[config.mk]
export PLATFORM = sky130hd
export DESIGN_NAME = efa_calc
export DESIGN_NICKNAME = d
export VERILOG_FILES = /design/src/sv/assert_macros.svh /design/src/sv/efa_pkg.sv /design/src/sv/efa_calc.sv
export SDC_FILE = /design/constraint.sdc
export NUM_CORES = 1
export LEC_CHECK = 0
export BUFFER_PORTS_ARGS = -buffer_cell sky130_fd_sc_hd__buf_2
export CAP_MARGIN = 20
export CORE_ASPECT_RATIO = 0.8
export CORE_MARGIN = 2
export CORE_UTILIZATION = 25
export DETAILED_ROUTE_END_ITERATION = 16
export PLACE_DENSITY = 0.49
export SLEW_MARGIN = 20
export SYNTH_ARGS = -nofsm -noshare
export SYNTH_HDL_FRONTEND = slang
export SYNTH_SLANG_ARGS = --single-unit
[constraint.sdc]
create_clock -name vclk -period 4.5
set_clock_uncertainty 0.05 [all_clocks]
set_input_delay 0.225 -clock vclk [all_inputs]
set_output_delay 0.225 -clock vclk [all_outputs]
set_load 0.02 [all_outputs]
[src/sv/assert_macros.svh]
// ----------------------------------------------------------------------------
// assert_macros.svh
// Concurrent assertion helpers, clocked on aclk and idle during reset.
// ----------------------------------------------------------------------------
`ifndef ASSERT_MACROS_SVH
`define ASSERT_MACROS_SVH

// Same-cycle implication.
`define ASSERT_IMPL(lbl, ante, cons, msg) \
    lbl: assert property (@(posedge aclk) disable iff (!aresetn) (ante) |-> (cons)) \
        else $error(msg);

// Next-cycle implication.
`define ASSERT_NEXT(lbl, ante, cons, msg) \
    lbl: assert property (@(posedge aclk) disable iff (!aresetn) (ante) |=> (cons)) \
        else $error(msg);

`endif

[src/sv/efa_pkg.sv]
// ----------------------------------------------------------------------------
// efa_pkg
// Types and constants shared by the event frame accumulator.
// ----------------------------------------------------------------------------
package efa_pkg;

    localparam int COORD_BITS  = 8;
    localparam int SIZE_BITS   = 9;
    localparam int MAX_WIDTH   = 256;
    localparam int MAX_HEIGHT  = 256;
    localparam int COUNT_BITS  = 16;
    localparam int WORD_BITS   = 2 * COUNT_BITS;
    localparam int ADDR_BITS   = 2 * COORD_BITS;
    localparam int STORE_DEPTH = 1 << ADDR_BITS;

    localparam logic [SIZE_BITS-1:0]  FRAME_SIZE_RESET = SIZE_BITS'(256);
    localparam logic [COUNT_BITS-1:0] COUNT_MAX        = {COUNT_BITS{1'b1}};

    // command codes
    localparam logic CMD_ACCUMULATE = 1'b0;
    localparam logic CMD_READ       = 1'b1;

    // configuration register index (paddr[2])
    localparam logic REG_FRAME_WIDTH  = 1'b0;
    localparam logic REG_FRAME_HEIGHT = 1'b1;

    typedef struct packed {
        logic                  command;
        logic [COORD_BITS-1:0] pixel_x;
        logic [COORD_BITS-1:0] pixel_y;
        logic                  polarity;
    } efa_in_t;

    typedef struct packed {
        logic [COUNT_BITS-1:0]        positive_count;
        logic [COUNT_BITS-1:0]        negative_count;
        logic signed [COUNT_BITS-1:0] net_count;
        logic [COUNT_BITS-1:0]        total_count;
        logic                         in_frame;
    } efa_out_t;

    // store write request
    typedef struct packed {
        logic                 en;
        logic [ADDR_BITS-1:0] addr;
        logic [WORD_BITS-1:0] data;
    } efa_wr_t;

endpackage

[src/sv/efa_calc.sv]
// ----------------------------------------------------------------------------
// efa_calc
// Modify step: saturating increment on accumulate, clear and report on read.
// ----------------------------------------------------------------------------
module efa_calc (
    input  efa_pkg::efa_in_t                item,
    input  logic                            in_area,
    input  logic [efa_pkg::WORD_BITS-1:0]   cur_word,
    output logic [efa_pkg::WORD_BITS-1:0]   new_word,
    output efa_pkg::efa_out_t               result
);

    localparam logic signed [efa_pkg::COUNT_BITS:0] NET_MAX =
        (efa_pkg::COUNT_BITS+1)'((1 << (efa_pkg::COUNT_BITS-1)) - 1);
    localparam logic signed [efa_pkg::COUNT_BITS:0] NET_MIN =
        (efa_pkg::COUNT_BITS+1)'(-(1 << (efa_pkg::COUNT_BITS-1)));

    logic [efa_pkg::COUNT_BITS-1:0]        pos;
    logic [efa_pkg::COUNT_BITS-1:0]        neg;
    logic [efa_pkg::COUNT_BITS-1:0]        pos_inc;
    logic [efa_pkg::COUNT_BITS-1:0]        neg_inc;
    logic signed [efa_pkg::COUNT_BITS:0]   diff;
    logic [efa_pkg::COUNT_BITS:0]          sum;

    always_comb begin
        if (in_area) begin
            pos = cur_word[efa_pkg::WORD_BITS-1:efa_pkg::COUNT_BITS];
            neg = cur_word[efa_pkg::COUNT_BITS-1:0];
        end else begin
            pos = '0;
            neg = '0;
        end

        pos_inc = pos;
        neg_inc = neg;
        if (item.polarity) begin
            if (pos != efa_pkg::COUNT_MAX) pos_inc = pos + 1'b1;
        end else begin
            if (neg != efa_pkg::COUNT_MAX) neg_inc = neg + 1'b1;
        end

        if (item.command == efa_pkg::CMD_READ) begin
            new_word = '0;
        end else begin
            new_word = {pos_inc, neg_inc};
        end

        diff = $signed({1'b0, pos}) - $signed({1'b0, neg});
        sum  = {1'b0, pos} + {1'b0, neg};

        result.positive_count = pos;
        result.negative_count = neg;
        if (diff > NET_MAX) begin
            result.net_count = NET_MAX[efa_pkg::COUNT_BITS-1:0];
        end else if (diff < NET_MIN) begin
            result.net_count = NET_MIN[efa_pkg::COUNT_BITS-1:0];
        end else begin
            result.net_count = diff[efa_pkg::COUNT_BITS-1:0];
        end
        result.total_count = sum[efa_pkg::COUNT_BITS] ? efa_pkg::COUNT_MAX
                                                       : sum[efa_pkg::COUNT_BITS-1:0];
        result.in_frame    = in_area;
    end

endmodule
# Word-level counts from Yosys, hierarchy flattened
# Index checks and enable logic that the tools add are counted.
# totals
in_bits,51
regBits,0
n_memories,0
ramBits,0
latch_bits,0
mem_bits_ro,0
wordCells,18
output_inout_bits,97
# op_classes
order_cmp,2
multipliers,0
eq_ne,2
n_reduce_logical,0
div_mod_pow,0
mux,10
shifts,0
bitwise_logic,0
n_addsub,4
# ops
cell,n
16-bit two-way mux,9
16-bit by 1-bit adder with 16-bit output (second input constant),2
32-bit two-way mux,1
16-bit != test (second input constant),2
16-bit by 16-bit adder with 17-bit output,1
17-bit by 16-bit greater-than comparator with 1-bit output (second input constant),1
17-bit by 16-bit < comparator with 1-bit output (second input constant),1
16-bit by 16-bit subtractor with 17-bit output,1

# Depth between registers and ports, before layout
# Gate-level depths: netlist of the first run.
# logic_depth
ltp_word,5
ltp_mapped,18
ltp_nobuf,12

# Least setup slack after synthesis of the first run
# No wires, ideal clock.
# synth_timing
path_type,input-to-output
start,in in_area
end,out result[22] (netlist name)
required_ns,4.225
t_arrival_ns,4.074
path_slack_ns,0.151
stages,17
n_path_buf,7
cell_sequence,buf_4 -> buf_2 -> buf_4 -> buf_2 -> clkbuf_1 -> clkbuf_1 -> clkbuf_1 -> and2_1 -> ha_1 -> nor3_1 -> o22ai_1 -> a211o_1 -> a221o_1 -> a31o_4 -> a211oi_4 -> nor2_2 -> o21ai_0
# synth_lines
item,line,source
from (decl),efa_calc.sv:7,"input logic in_area,"
to (decl),efa_calc.sv:10,output efa_pkg::efa_out_t result

==> results of run 1 <==
==> metrics by stage <==
step | setup WS, ps | area [um2] | cells | total power [mW] | util
global placement | 639.1 | 3845 | 747 | 0.6429 | 0.3173
global route | 270.4 | 3845 | 747 | 0.7079 | 0.3173
finish | 599.6 | 3847 | 748 | 0.6454 | 0.3175
detailed placement | 615.2 | 3845 | 747 | 0.6464 | 0.3173
CTS | 604.7 | 3845 | 747 | 0.6489 | 0.3173
floorplan | 151.1 | 3088 | 486 | 0.4518 | -
==> layout by cell type (no fill, tap or decap), drive strengths merged, types with 13 or more instances in the layout <==
| cell type | count |
|---|---|
| and2 | 25 |
| nor2 | 54 |
| buf | 139 |
| xnor2 | 33 |
| nand2 | 61 |
| ha | 26 |
| nand3 | 21 |
| nand2b | 13 |
| nor3 | 13 |
| o21ai | 21 |
| a21oi | 23 |
| inv | 29 |
| xor2 | 19 |
==> routing by layer <==
metal,vias to the layer above,track usage,wire length [um]
li1,1917,-,-
met2,132,0.2823,5158
met1,1825,0.2753,6310
met3,6,0.01492,736
met5,-,0,0
met4,0,0.01775,75
==> cell type report <==
cell class,count,share of cell area
multi-input cells,426,0.7353
repair buffers,139,0.1854
well taps,152,0.04943
inverters,30,0.02927
diodes,1,0.0006504
==> worst max-delay path, cell delays in order <==
cell      delay (ps)
buf_2            320
buf_4            300
nand2_1          110
ha_1             410
a21oi_1          180
o21ai_0           90
o21a_1           130
a221o_1          420
a311oi_1         500
a211oi_4         130
nor2_2           430
o21ai_0          170
buf_2            180
==> final timing paths <==
check	from	to	slack, ps	depth (start not counted)
hold / removal	cur_word[19]	new_word[19]	800	3
setup / recovery	in_area	result[22]	600	13
==> cell families after synthesis <==
group                      count (synthesis)  share of synthesized area
xor gates and xnor gates                  52                     0.1499
muxes                                      6                    0.01985
and+or+nand+nor                          222                     0.3481
AOI/OAI and AO/OA                        113                     0.2703
buffers and inverters                     60                    0.08387
adders and majority gates                 33                     0.1280
==> power by group through the flow <==
stage | Sequential (mW) | Combinational (mW) | Clock (mW)
floorplan | 0 | 0.452 | 0
global placement | 0 | 0.643 | 0
detailed placement | 0 | 0.646 | 0
CTS | 0 | 0.649 | 0
global route | 0 | 0.708 | 0
finish | 0 | 0.645 | 0.0000000300
==> impl_metrics.json, run 1 <==
{
  "netlist_top_cells_count": "nand2_1, nor2_1, xnor2_1",
  "wire_per_inst_um": 16.42,
  "seq_area_um2": 0,
  "grt_pass1_wl_um": 19400,
  "hpwl_um": 10390,
  "cap_violations": 0,
  "setup_viol": 0,
  "switching_share": 0.6478,
  "fp.dieH_um": 103.4,
  "syn_inst": 486,
  "synth.most_common_cell": "nand2_1",
  "core-area_um2": 12120,
  "clock_power_share": 0,
  "yosysTopAreaCellShare": 0.1053,
  "vdd.ir_drop.worst_v": 0.00005591,
  "syn_nets": 563,
  "grt_overflow_total": 0,
  "pwr-share-comb": 1.000,
  "status": "finished clean",
  "finalNetCount": 674,
  "crit_path_start_kind": "input pin",
  "max_freq_mhz": 256.4,
  "track_usage": 0.1797,
  "synth_top_area_cell": "ha_1",
  "cp.arrival_ps": 3630,
  "min_period_ps": 3900,
  "switching_power_mw": 0.4181,
  "grt_pass1_vias": 3659,
  "critPathMaxFanout": 22,
  "seqPwrFrac": 0,
  "grt_max_degree": 27,
  "cts_resized": 0,
  "worstHoldPathType": "input pin to output port",
  "dr_total_vias": 3880,
  "place.gp.congestion": 0.9028,
  "yosys-top-cells-area": "ha_1, xnor2_1, nand2_1",
  "hold_viol": 0,
  "powerDensity_nw_per_um2": 167.7,
  "postRouteWirelength_um": 12280,
  "syn-mean-instance-area_um2": 6.354,
  "ys_types": 68,
  "start_util": 0.2549,
  "critPathKind": "input pin to output port",
  "power.leakage_nw": 1.869,
  "worst_pin_slew_ps": 677.3,
  "p_int_mw": 0.2273,
  "slew_headroom": 0.5473,
  "drtPass1Iterations": 5,
  "ioPinCount": 148,
  "clock_buffers": 0,
  "rsz0062_at_grt": "no",
  "dieArea_um2": 13260,
  "fillers": 1383,
  "ys_warn_count": 0,
  "area_delta_synth_final_pct": 24.59,
  "synth_sequential_area_ratio": 0,
  "postRouteAntennaNets": 0,
  "drt_iter0_drc": 203,
  "postCtsSetupRepairBufs": 0,
  "die_w_um": 128.3,
  "multi_input_area_um2": 2829,
  "postCtsHoldBufs": 0,
  "port_buffers": 132,
  "cp-end-kind": "output port",
  "crit_required_ps": 4220,
  "post-route-period-util": 0.8668,
  "finalSetupTns_ps": 0,
  "drc_errors": 0,
  "num_rows": 36,
  "antenna_found_initial": 0,
  "drv_slew": 0,
  "seq_cells": 0,
  "via_per_inst": 5.187,
  "drive_gt1_frac": 0.2655,
  "hold_slack_ps": 795.5,
  "syn-cell-area_um2": 3088
}
(Power assumes the default switching activity.)
==> run 2, diff against run 1 <==
==> constraint.sdc (replaced) <==
create_clock -name vclk -period 4.5
set_clock_uncertainty 0.05 [all_clocks]
set_input_delay 0.225 -clock vclk [all_inputs]
set_output_delay 0.225 -clock vclk [all_outputs]
set_load 0.005 [all_outputs]
==> impl_metrics.json, run 2 (synthesized netlist as in run 1, its figures left out) <==
{
  "drive_gt1_frac": 0.2643,
  "final_cell_mix": "buf_2, nand2_1, nor2_1",
  "clock_power_share": 0,
  "hold_viol": 0,
  "seqPwrFrac": 0,
  "start_util": 0.2549,
  "slowest_delay_ps": 480,
  "worstHoldPathType": "input pin to output port",
  "wire_per_inst_um": 16.60,
  "ioPinCount": 148,
  "final_cells": 747,
  "grt_max_degree": 50,
  "pwr-share-comb": 1.000,
  "postRouteWirelength_um": 12400,
  "p_int_mw": 0.2253,
  "num_rows": 36,
  "seq_area_um2": 0,
  "fp.dieH_um": 103.4,
  "postCtsHoldBufs": 0,
  "critPathKind": "input pin to output port",
  "final_common_cell": "buf_2",
  "fillers": 1360,
  "rsz0062_at_grt": "no",
  "power.leakage_nw": 1.869,
  "track_usage": 0.1783,
  "min_period_ps": 3671,
  "grt_pass1_vias": 3536,
  "postRouteAntennaNets": 0,
  "clock_buffers": 0,
  "finalSetupTns_ps": 0,
  "dieArea_um2": 13260,
  "place_inst": 746,
  "critPathMaxFanout": 49,
  "switching_share": 0.5791,
  "hpwl_um": 10430,
  "worst_pin_slew_ps": 714.0,
  "cts_resized": 0,
  "vdd.ir_drop.worst_v": 0.00003950,
  "crit_path_cell_trace": "buf_2, buf_12, and2_1, ha_1, a21oi_1, o21ai_0, o21a_1, a221o_1, a311oi_1, a211oi_4, nor2_2, o21ai_0, buf_2",
  "grt_pass1_wl_um": 19110,
  "die_w_um": 128.3,
  "cap_violations": 0,
  "place.gp.congestion": 0.9052,
  "grt_overflow_total": 0,
  "core-area_um2": 12120,
  "cp.arrival_ps": 3400,
  "antenna_found_initial": 0,
  "postCtsSetupRepairBufs": 0,
  "cp-end-kind": "output port",
  "drv_slew": 0,
  "area_delta_synth_final_pct": 24.76,
  "cp_slowest_cell": "a311oi_1",
  "switching_power_mw": 0.3099,
  "drc_errors": 0,
  "crit_required_ps": 4220,
  "port_buffers": 132,
  "post-route-period-util": 0.8157,
  "crit_path_start_kind": "input pin",
  "seq_cells": 0,
  "dr_total_vias": 3853,
  "status": "finished clean",
  "via_per_inst": 5.158,
  "finalNetCount": 673,
  "setup_viol": 0,
  "drt_iter0_drc": 253,
  "drtPass1Iterations": 5,
  "slew_headroom": 0.5228,
  "powerDensity_nw_per_um2": 138.9,
  "max_freq_mhz": 272.4
}
## run 2: cell types whose count changed in the layout (fill, tap and decap cells not counted), sizes merged
cell,delta
buf,-1
## run 2: through the flow
| step | power, mW | setup WS (ps) | hold WS (ps) | utilization | area (um2) |
|---|---|---|---|---|---|
| 3_3_place_gp | 0.5314 | 876.2 | 761.8 | 0.3177 | 3850 |
| 6_report | 0.5353 | 829.4 | 746.8 | 0.3179 | 3852 |
| 3_5_place_dp | 0.5359 | 825.2 | 759.2 | 0.3177 | 3850 |
| 4_1_cts | 0.5383 | 819.1 | 761.3 | 0.3177 | 3850 |
| 5_1_grt | 0.5958 | 547.7 | 785.8 | 0.3177 | 3850 |
| 2_1_floorplan | 0.3407 | 352.3 | 456.2 | - | 3088 |
## run 2: cell type report
class / instances / area [um2] / share of cell area
Timing Repair Buffer: 138 / 718.2 / 0.1864
Multi-Input combinational cell: 426 / 2829 / 0.7343
Tap cell: 152 / 190.2 / 0.04937
Inverter: 30 / 112.6 / 0.02923
Antenna cell: 1 / 2.502 / 0.0006496
## run 2: layer usage
layer / global-route usage / part of all wire / vias to the layer above
met4: 0.01437 / 0.0052 / 0
met3: 0.01286 / 0.067 / 4
met5: 0 / 0 / -
li1: - / - / 1909
met2: 0.2774 / 0.42 / 128
met1: 0.2773 / 0.51 / 1812
## run 2: final timing paths
check                       to  cells past startpoint  slack [ps]         start
setup / recovery    result[22]                     13         830       in_area
hold / removal    new_word[15]                      4         750  cur_word[15]
## run 2: worst max-delay path: cells and delay by family
family | cells | cell delay (ps)
simple gates | 2 | 690
buf+inv | 3 | 520
fa+ha+maj | 1 | 350
compound gates | 7 | 1590
## run 2: power by group through the flow
stage	logic, mW	clock network, mW	registers, mW
final	0.535	0.0000000298	0
after global routing	0.596	0	0
after CTS	0.538	0	0
after detailed placement	0.536	0	0
after global placement	0.531	0	0
after floorplan	0.341	0	0
