### src/sv/assert_macros.svh
// ----------------------------------------------------------------------------
// assert_macros.svh
// Concurrent assertion helpers, clocked on aclk and idle during reset.
// ----------------------------------------------------------------------------
`ifndef ASSERT_MACROS_SVH
`define ASSERT_MACROS_SVH

// Same-cycle implication.
`define ASSERT_IMPL(lbl, ante, cons, msg) \
    lbl: assert property (@(posedge aclk) disable iff (!aresetn) (ante) |-> (cons)) \
        else $error(msg);

// Next-cycle implication.
`define ASSERT_NEXT(lbl, ante, cons, msg) \
    lbl: assert property (@(posedge aclk) disable iff (!aresetn) (ante) |=> (cons)) \
        else $error(msg);

`endif

### src/sv/efa_pkg.sv
// ----------------------------------------------------------------------------
// efa_pkg
// Types and constants shared by the event frame accumulator.
// ----------------------------------------------------------------------------
package efa_pkg;

    localparam int COORD_BITS  = 8;
    localparam int SIZE_BITS   = 9;
    localparam int MAX_WIDTH   = 256;
    localparam int MAX_HEIGHT  = 256;
    localparam int COUNT_BITS  = 16;
    localparam int WORD_BITS   = 2 * COUNT_BITS;
    localparam int ADDR_BITS   = 2 * COORD_BITS;
    localparam int STORE_DEPTH = 1 << ADDR_BITS;

    localparam logic [SIZE_BITS-1:0]  FRAME_SIZE_RESET = SIZE_BITS'(256);
    localparam logic [COUNT_BITS-1:0] COUNT_MAX        = {COUNT_BITS{1'b1}};

    // command codes
    localparam logic CMD_ACCUMULATE = 1'b0;
    localparam logic CMD_READ       = 1'b1;

    // configuration register index (paddr[2])
    localparam logic REG_FRAME_WIDTH  = 1'b0;
    localparam logic REG_FRAME_HEIGHT = 1'b1;

    typedef struct packed {
        logic                  command;
        logic [COORD_BITS-1:0] pixel_x;
        logic [COORD_BITS-1:0] pixel_y;
        logic                  polarity;
    } efa_in_t;

    typedef struct packed {
        logic [COUNT_BITS-1:0]        positive_count;
        logic [COUNT_BITS-1:0]        negative_count;
        logic signed [COUNT_BITS-1:0] net_count;
        logic [COUNT_BITS-1:0]        total_count;
        logic                         in_frame;
    } efa_out_t;

    // store write request
    typedef struct packed {
        logic                 en;
        logic [ADDR_BITS-1:0] addr;
        logic [WORD_BITS-1:0] data;
    } efa_wr_t;

endpackage

### src/sv/efa_regs.sv
// ----------------------------------------------------------------------------
// efa_regs
// APB register file: frame width and frame height.
// ----------------------------------------------------------------------------
module efa_regs (
    input  logic                            aclk,
    input  logic                            aresetn,
    input  logic                            psel,
    input  logic                            penable,
    input  logic                            pwrite,
    input  logic [2:0]                      paddr,
    input  logic [31:0]                     pwdata,
    output logic [31:0]                     prdata,
    output logic [efa_pkg::SIZE_BITS-1:0]   frame_width,
    output logic [efa_pkg::SIZE_BITS-1:0]   frame_height
);

    logic [efa_pkg::SIZE_BITS-1:0] frame_width_reg;
    logic [efa_pkg::SIZE_BITS-1:0] frame_height_reg;
    logic                          wr_en;

    assign wr_en = psel && penable && pwrite;

    always_ff @(posedge aclk) begin
        if (!aresetn) begin
            frame_width_reg  <= efa_pkg::FRAME_SIZE_RESET;
            frame_height_reg <= efa_pkg::FRAME_SIZE_RESET;
        end else if (wr_en) begin
            unique case (paddr[2])
                efa_pkg::REG_FRAME_WIDTH:  frame_width_reg  <= pwdata[efa_pkg::SIZE_BITS-1:0];
                efa_pkg::REG_FRAME_HEIGHT: frame_height_reg <= pwdata[efa_pkg::SIZE_BITS-1:0];
                default: ;
            endcase
        end
    end

    always_comb begin
        unique case (paddr[2])
            efa_pkg::REG_FRAME_WIDTH:  prdata = 32'(frame_width_reg);
            efa_pkg::REG_FRAME_HEIGHT: prdata = 32'(frame_height_reg);
            default:                   prdata = '0;
        endcase
    end

    assign frame_width  = frame_width_reg;
    assign frame_height = frame_height_reg;

endmodule

### config.mk
export PLATFORM = sky130hd
export DESIGN_NAME = efa_regs
export DESIGN_NICKNAME = d
export VERILOG_FILES = /design/src/sv/assert_macros.svh /design/src/sv/efa_pkg.sv /design/src/sv/efa_regs.sv
export SDC_FILE = /design/constraint.sdc
export NUM_CORES = 1
export LEC_CHECK = 0
export BUFFER_PORTS_ARGS = -buffer_cell sky130_fd_sc_hd__buf_2
export CORE_ASPECT_RATIO = 2
export CORE_MARGIN = 2
export CORE_UTILIZATION = 37
export DETAILED_ROUTE_END_ITERATION = 16
export PLACE_DENSITY = 0.91
export SYNTH_ARGS = -nofsm -noshare
export SYNTH_HDL_FRONTEND = slang
export SYNTH_SLANG_ARGS = --single-unit
### constraint.sdc
create_clock -name aclk -period 0.85 [get_ports aclk]
set_input_delay 0.17 -clock aclk [delete_from_list [all_inputs] [get_ports aclk]]
set_output_delay 0.17 -clock aclk [all_outputs]
set_load 0.01 [all_outputs]
Yosys cells after proc, flatten, opt, wreduce, memory -nomap -nowiden
Cells that the tools add are included.
- mux-type cells: 1
- bitwise operators: 1
- reduce and logical (&&, ||, !) cells: 4
- operator list (kind ; number):
    $pmux W32 S2 ; 1
    $reduce_and A2 Y1 ; 2
    $logic_and A1 B1 Y1 ; 2
    $not A1 Y1 ; 1
- register bits after elaboration: 18
- input port bits: 40
- logic and storage cells: 8

Longest topological paths before layout
Gate-level depths: netlist of run 1.
- word-level depth: 3
- gate-level depth with buffers: 4

Least setup slack after synthesis of run 1
OpenSTA, ideal clock, no wires.
- path type: in2out
- from: in paddr[2]
- to: out prdata[0]
- data arrival time: 642 ps
- setup slack: 38 ps
- cell stages on the path: 2
- cell sequence: buf_6 mux2_2
- word-level cells in the longest chain between the ends: 2
- RTL lines (what ; line ; source):
    from (decl) ; efa_regs.sv:11 ; input logic [2:0] paddr,
    $not A1 Y1 (no source line) ; -- ;
    $pmux W32 S2 * ; efa_regs.sv:38 ; unique case (paddr[2])
    to (decl) ; efa_regs.sv:13 ; output logic [31:0] prdata,
Mark *: on every way between the ends. The rest lies on a longest branch, timed or not. The select of a mux whose other input is x is not followed.

Worst setup path after layout of run 1
- from: reg frame_width_reg (netlist bit frame_width[5])
- to: out prdata[5]
- word-level cells in the longest chain between the ends: 1
- RTL lines (what ; line ; source):
    from (decl) ; efa_regs.sv:18 ; logic [efa_pkg::SIZE_BITS-1:0] frame_width_reg;
    from (signal assigned) ; efa_regs.sv:26 ; frame_width_reg <= efa_pkg::FRAME_SIZE_RESET;
    from (signal assigned) ; efa_regs.sv:30 ; efa_pkg::REG_FRAME_WIDTH: frame_width_reg <= pwdata[efa_pkg::SIZE_BITS-1:0];
    $pmux W32 S2 ; efa_regs.sv:38 ;
Every way passes these cells. The select of a mux whose other input is x is not followed.

==> metrics.md, run 1 <==
| Metric | Value |
|---|---|
| Status | finished, violations left |
| Failing checks | setup timing |
| Leak | 0.9078 nW |
| Largest net degree at the start of global routing | 22 |
| Leading cell type in the layout, fill and taps excluded | buf_6 |
| GRT Total Usage | 17.73% |
| Hold crit path type | input pin to flip-flop |
| Final hold vios | 0 |
| Pre-antenna DRT Iters | 4 |
| Final wirelength | 2629 um |
| Final design utilization | 64.41% |
| Placed Cells | 188 |
| Starting DRT DRC Count | 5 |
| Max-cap violations | 0 |
| Synth top area share | 36.27% |
| Peak supply drop | 779.4 uV |
| Pre-CTS setup slack | -0.2586 ns |
| DP Wirelength | 1697 um |
| Clock buffer depth | 2 |
| Row Count | 26 |
| Synth area leaders | dfxtp_1, mux2i_1, buf_4 |
| Layout cell share with drive strength beyond 1 | 59.76% |
| Final worst slack | -0.2956 ns |
| Register area share after synthesis | 36.27% |
| Vias in the first global route | 829 |
| Power per cell area | 1151 mW/mm2 |
| Initial Utilization | 38.66% |
| First-pass GRT wire length | 3815 um |
| H-Tree Depth | 1 |
| Yosys Warn Count | 0 |
| Worst-path fanout max | 2 |
| Worst-Skew Late Latency | 0.25 ns |
| Synth cell types | 11 |
| Max Fclk | 0.8729 GHz |
| Pwr Total | 1.906 mW |
| Mapped cell area | 993.5 um2 |
| RSZ-0062 raised after global routing | yes |
| Ant. Diodes | 0 |
| Clock-pin transition on the worst setup and hold timing paths | 0.07 ns |
| Max Slew Vio Count | 0 |
| Vias | 892 |
| Post-Syn Instances | 104 |
| Number of remaining DRC errors | 0 |
| Fillers | 209 |
| Core area | 0.002570 mm2 |
| CP Data Arrival Time | 0.98 ns |
| Final nets | 210 |
| IO Port Bufs | 41 |
| Commonest cells after routing, fill and taps aside | buf_6, nand2_1, conb_1 |
| CTS sink cnt | 18 |
| Worst Setup End Kind | primary output |
| Gpl congestion | 0.6649 |
| Crit share post-route | 134.8% |
| Wirelength per Cell | 13.35 um |
| Initial antenna violation count | 0 |
| Fin cells | 197 |
| Via/cell ratio | 4.528 |
| Grt ovf | 0 |
| Avg Cell Area, Syn | 9.552 um2 |
| Root Driver | clkbuf_8 |
| Total CTS buffers | 3 |
| Synth Register Bits | 18 |
| Die area | 0.003141 mm2 |
| CTS tree | done |
| Min cycle time layout | 1.146 ns |
| Setup crit start kind | flip-flop |
| Routed Antenna Nets | 0 |
| Area delta synth->final | 66.62% |
| Die W | 40.64 um |
| Final setup skew | 0 ns |
| Final setup vio count | 28 |
| WS Path Type | flip-flop to primary output |
| I/O pin total | 90 |
| Cell accounting for the most synthesized area | dfxtp_1 |
| Die height | 77.28 um |
| Crit path required time | 0.68 ns |
[synthesized netlist by cell type]
cell	instances
nand4_2	1
nor2b_1	3
buf_4	24
nand4b_1	1
dfxtp_1	18
buf_6	2
buf_2	3
mux2_2	9
nand2_1	24
mux2i_1	18
conb_1	1
[layout make-up]
| class | instances | area (um2) | share of cell area [%] |
|---|---|---|---|
| sequential | 18 | 382.9 | 23.13 |
| multi-input combinational | 79 | 519.2 | 31.37 |
| tap | 28 | 35.03 | 2.116 |
| timing repair buffer | 68 | 663.1 | 40.06 |
| clock buffer | 4 | 55.05 | 3.326 |
[power breakdown]
part | leakage (nW) | switching (mW) | internal (mW)
registers | 0.153 | 0.0140 | 0.865
logic | 0.726 | 0.168 | 0.170
clock network | 0.0288 | 0.277 | 0.411
[per-stage QoR]
step / cell area [um2] / setup TNS [ns] / hold WS [ns]
after floorplan: 1076 / 0 / 0.3310
after global placement: 1276 / -4.998 / 0.4307
after detailed placement: 1276 / -5.244 / 0.4489
after CTS: 1602 / -4.671 / 0.1770
after global routing: 1655 / -5.515 / 0.1790
final: 1655 / -4.789 / 0.1810
[metal layers]
layer	global-route usage, %	up-vias	routed length (um)	part of all wire (%)
met5	0	-	0	0
met4	6.000	0	14	0.53
met1	16.09	417	841	32
li1	-	427	-	-
met3	3.179	2	156	5.9
met2	33.97	46	1615	61
[repair_timing]
action,CTS,global route
buffers inserted,2,11
endpoints found under the hold margin,0,0
hold buffers,0,0
setup endpoints to repair,27,35
resized for setup,63,17
[path summary, 6_finish.rpt]
kind / startpoint / to / cells past startpoint / slack (ns)
max: frame_width[5] / prdata[5] / 2 / -0.30
min: pwdata[7] / frame_height[7] / 3 / 0.18
max reg2reg: frame_height[4] / frame_height[4] / 5 / 0
min reg2reg: frame_height[3] / frame_height[3] / 2 / 0.48
[worst max-delay path, cell delays in order (launching register included)]
cell and delay [ns]:
dfxtp_2 0.34, mux2_4 0.27, buf_6 0.12
[kinds of logic (layout without fill, tap and decap cells)]
family	count (synthesis)	after routing	synth area share (%)
AND/OR/NAND/NOR	29	29	13.10
buffers and inverters	29	72	21.91
multiplexers	27	27	28.34
flip-flops	18	18	36.27
other	1	23	0.3775
(Power assumes the default switching activity.)
==> run 2: changes to the inputs <==
HOLD_SLACK_MARGIN = 0.06   (was default)
SKIP_LAST_GASP = 1   (was default)
==> metrics.md, run 2 (same netlist as run 1, synthesis figures left out) <==
| Metric | Value |
|---|---|
| First-pass GRT wire length | 3691 um (was 3815 um) |
| Worst Reg2Reg Path Length in Cells | 5 (unchanged) |
| Logic gate share of total power | 17.6% (was 17.7%) |
| Via/cell ratio | 4.437 (was 4.528) |
| Hold crit path type | input pin to flip-flop (unchanged) |
| Clock power frac | 36.1% (about the same) |
| Met1 GRT Util | 15.91% (was 16.09%) |
| Pwr Total | 1.899 mW (was 1.906 mW) |
| Max Fclk | 0.8747 GHz (was 0.8729 GHz) |
| Row Count | 26 (unchanged) |
| Max-cap violations | 0 (unchanged) |
| Leak | 0.9040 nW (was 0.9078 nW) |
| Hold Slack | 0.1829 ns (was 0.1810 ns) |
| Initial antenna violation count | 0 (unchanged) |
| I/O pin total | 90 (unchanged) |
| Clock-pin transition on the worst setup and hold timing paths | 0.07 ns (about the same) |
| Die W | 40.64 um (unchanged) |
| Leading cell type in the layout, fill and taps excluded | buf_6 (unchanged) |
| Layout cell share with drive strength beyond 1 | 59.17% (was 59.76%) |
| Crit path required time | 0.68 ns (about the same) |
| Placed cell area | 0.001276 mm2 (unchanged) |
| Power per cell area | 1154 mW/mm2 (was 1151 mW/mm2) |
| GRT Total Usage | 17.14% (was 17.73%) |
| Crit share post-route | 134.5% (was 134.8%) |
| P_int | 1.445 mW (was 1.446 mW) |
| Final nets | 210 (unchanged) |
| Final wirelength | 2517 um (was 2629 um) |
| Sw Pwr | 0.4545 mW (was 0.4595 mW) |
| Largest net degree at the start of global routing | 22 (unchanged) |
| TNS Setup | -4.664 ns (was -4.789 ns) |
| Placed Cells | 188 (unchanged) |
| Busiest grt layer | met2 (unchanged) |
| Final design utilization | 64.02% (was 64.41%) |
| Peak supply drop | 777.5 uV (was 779.4 uV) |
| Worst Setup End Kind | primary output (unchanged) |
| Gpl congestion | 0.6649 (unchanged) |
| Final worst slack | -0.2932 ns (was -0.2956 ns) |
| Routed Antenna Nets | 0 (unchanged) |
| DP Wirelength | 1697 um (unchanged) |
| CP Data Arrival Time | 0.97 ns (was 0.98 ns) |
| Worst-path fanout max | 2 (unchanged) |
| R2R Path End | frame_height[4] (unchanged) |
| Commonest cells after routing, fill and taps aside | buf_6, nand2_1, conb_1 (unchanged) |
| R2r setup slk | -0.05 ns (was 0 ns) |
| Final setup vio count | 28 (unchanged) |
| CP cell instances | mux2_4, buf_6 (unchanged) |
| GR met3 Demand/Resource | 3.179% (unchanged) |
| Final setup skew | 0 ns (unchanged) |
| Max Slew Vio Count | 0 (unchanged) |
| Status | finished, violations left (unchanged) |
| Worst Setup SP | frame_width[7] (was frame_width[5]) |
| Core area | 0.002570 mm2 (unchanged) |
| Area delta synth->final | 65.62% (was 66.62%) |
| CTS tree | done (unchanged) |
| H-Tree Depth | 1 (unchanged) |
| Largest stage delay, worst path | 0.33 ns (was 0.34 ns) |
| Pre-CTS setup slack | -0.2586 ns (unchanged) |
| Worst setup path end | prdata[7] (was prdata[5]) |
| Pre-antenna DRT Iters | 4 (unchanged) |
| Die height | 77.28 um (unchanged) |
| Root Driver | clkbuf_8 (unchanged) |
| Post-layout instance area | 0.001645 mm2 (was 0.001655 mm2) |
| Ant. Diodes | 0 (unchanged) |
| Grt ovf | 0 (unchanged) |
| Starting DRT DRC Count | 7 (was 5) |
| Failing checks | setup timing (unchanged) |
| Initial Utilization | 38.66% (unchanged) |
| Fin cells | 197 (unchanged) |
| Vias in the first global route | 809 (was 829) |
| Clock buffer depth | 2 (unchanged) |
| Seq pwr share | 46.3% (was 46.1%) |
| Number of remaining DRC errors | 0 (unchanged) |
| Setup crit start kind | flip-flop (unchanged) |
| Total CTS buffers | 3 (unchanged) |
| Worst-Skew Late Latency | 0.25 ns (about the same) |
| Wirelength per Cell | 12.78 um (was 13.35 um) |
| Vias | 874 (was 892) |
| Sw Share | 23.93% (was 24.11%) |
| RSZ-0062 raised after global routing | yes (unchanged) |
| CTS sink cnt | 18 (unchanged) |
| Min cycle time layout | 1.143 ns (was 1.146 ns) |
| CP max-delay cell | dfxtp_2 (unchanged) |
| Hold-fix buffers at CTS | 0 (unchanged) |
| IO Port Bufs | 41 (unchanged) |
| R2r startpoint | frame_height[4] (unchanged) |
| WS Path Type | flip-flop to primary output (unchanged) |
| Final hold vios | 0 (unchanged) |
| GR Util met2 | 31.90% (was 33.97%) |
| Die area | 0.003141 mm2 (unchanged) |
-- run 2: cell count changes in the layout (fill, tap and decap cells not counted) --
| cell | before | now |
|---|---|---|
| buf_4 | 7 | 8 |
| buf_6 | 46 | 45 |
| mux2_2 | 4 | 5 |
| mux2_4 | 5 | 4 |
| nand2_1 | 23 | 24 |
| nand2_2 | 1 | 0 |
-- run 2: critical path: cells and delay by family (launching register included) --
family | cells | cell delay [ns]
buf+inv | 1 | 0.12
mux | 1 | 0.28
flops | 1 | 0.33
-- run 2: power groups by stage --
| stage | Sequential, mW | Combinational (mW) | Clock (mW) |
|---|---|---|---|
| floorplan | 0.901 | 0.224 | 0 |
| global placement | 0.889 | 0.262 | 0 |
| detailed placement | 0.890 | 0.265 | 0 |
| CTS | 0.877 | 0.313 | 0.700 |
| global route | 0.880 | 0.362 | 0.747 |
| finish | 0.879 | 0.333 | 0.686 |
-- run 2: worst min-delay path by stage --
stage,from,endpoint,cells past startpoint
after floorplan,pwdata[0],frame_height[0],2
after global placement,pwdata[8],frame_width[8],3
after detailed placement,pwdata[8],frame_height[8],3
after CTS,pwdata[5],frame_width[5],3
after global routing,pwdata[7],frame_height[7],3
final,pwdata[7],frame_height[7],3
-- run 2: area by class of cell --
class	instances	area (um2)
Sequential cell	18	382.9
Clock buffer	4	55.05
Tap cell	28	35.03
Multi-Input combinational cell	79	513.0
Fill cell	207	924.6
Timing Repair Buffer	68	659.4
-- run 2: metal layers --
| layer | routed length (um) | share of wire, % |
|---|---|---|
| met1 | 792 | 31 |
| met2 | 1547 | 61 |
| met3 | 162 | 6.4 |
| met4 | 14 | 0.56 |
| met5 | 0 | 0 |
-- run 2: timing repair --
action                                  CTS  global route
endpoints found under the setup margin   27            34
gates resized for setup                  59            17
buffers inserted                          2            10
cloned                                    0             0
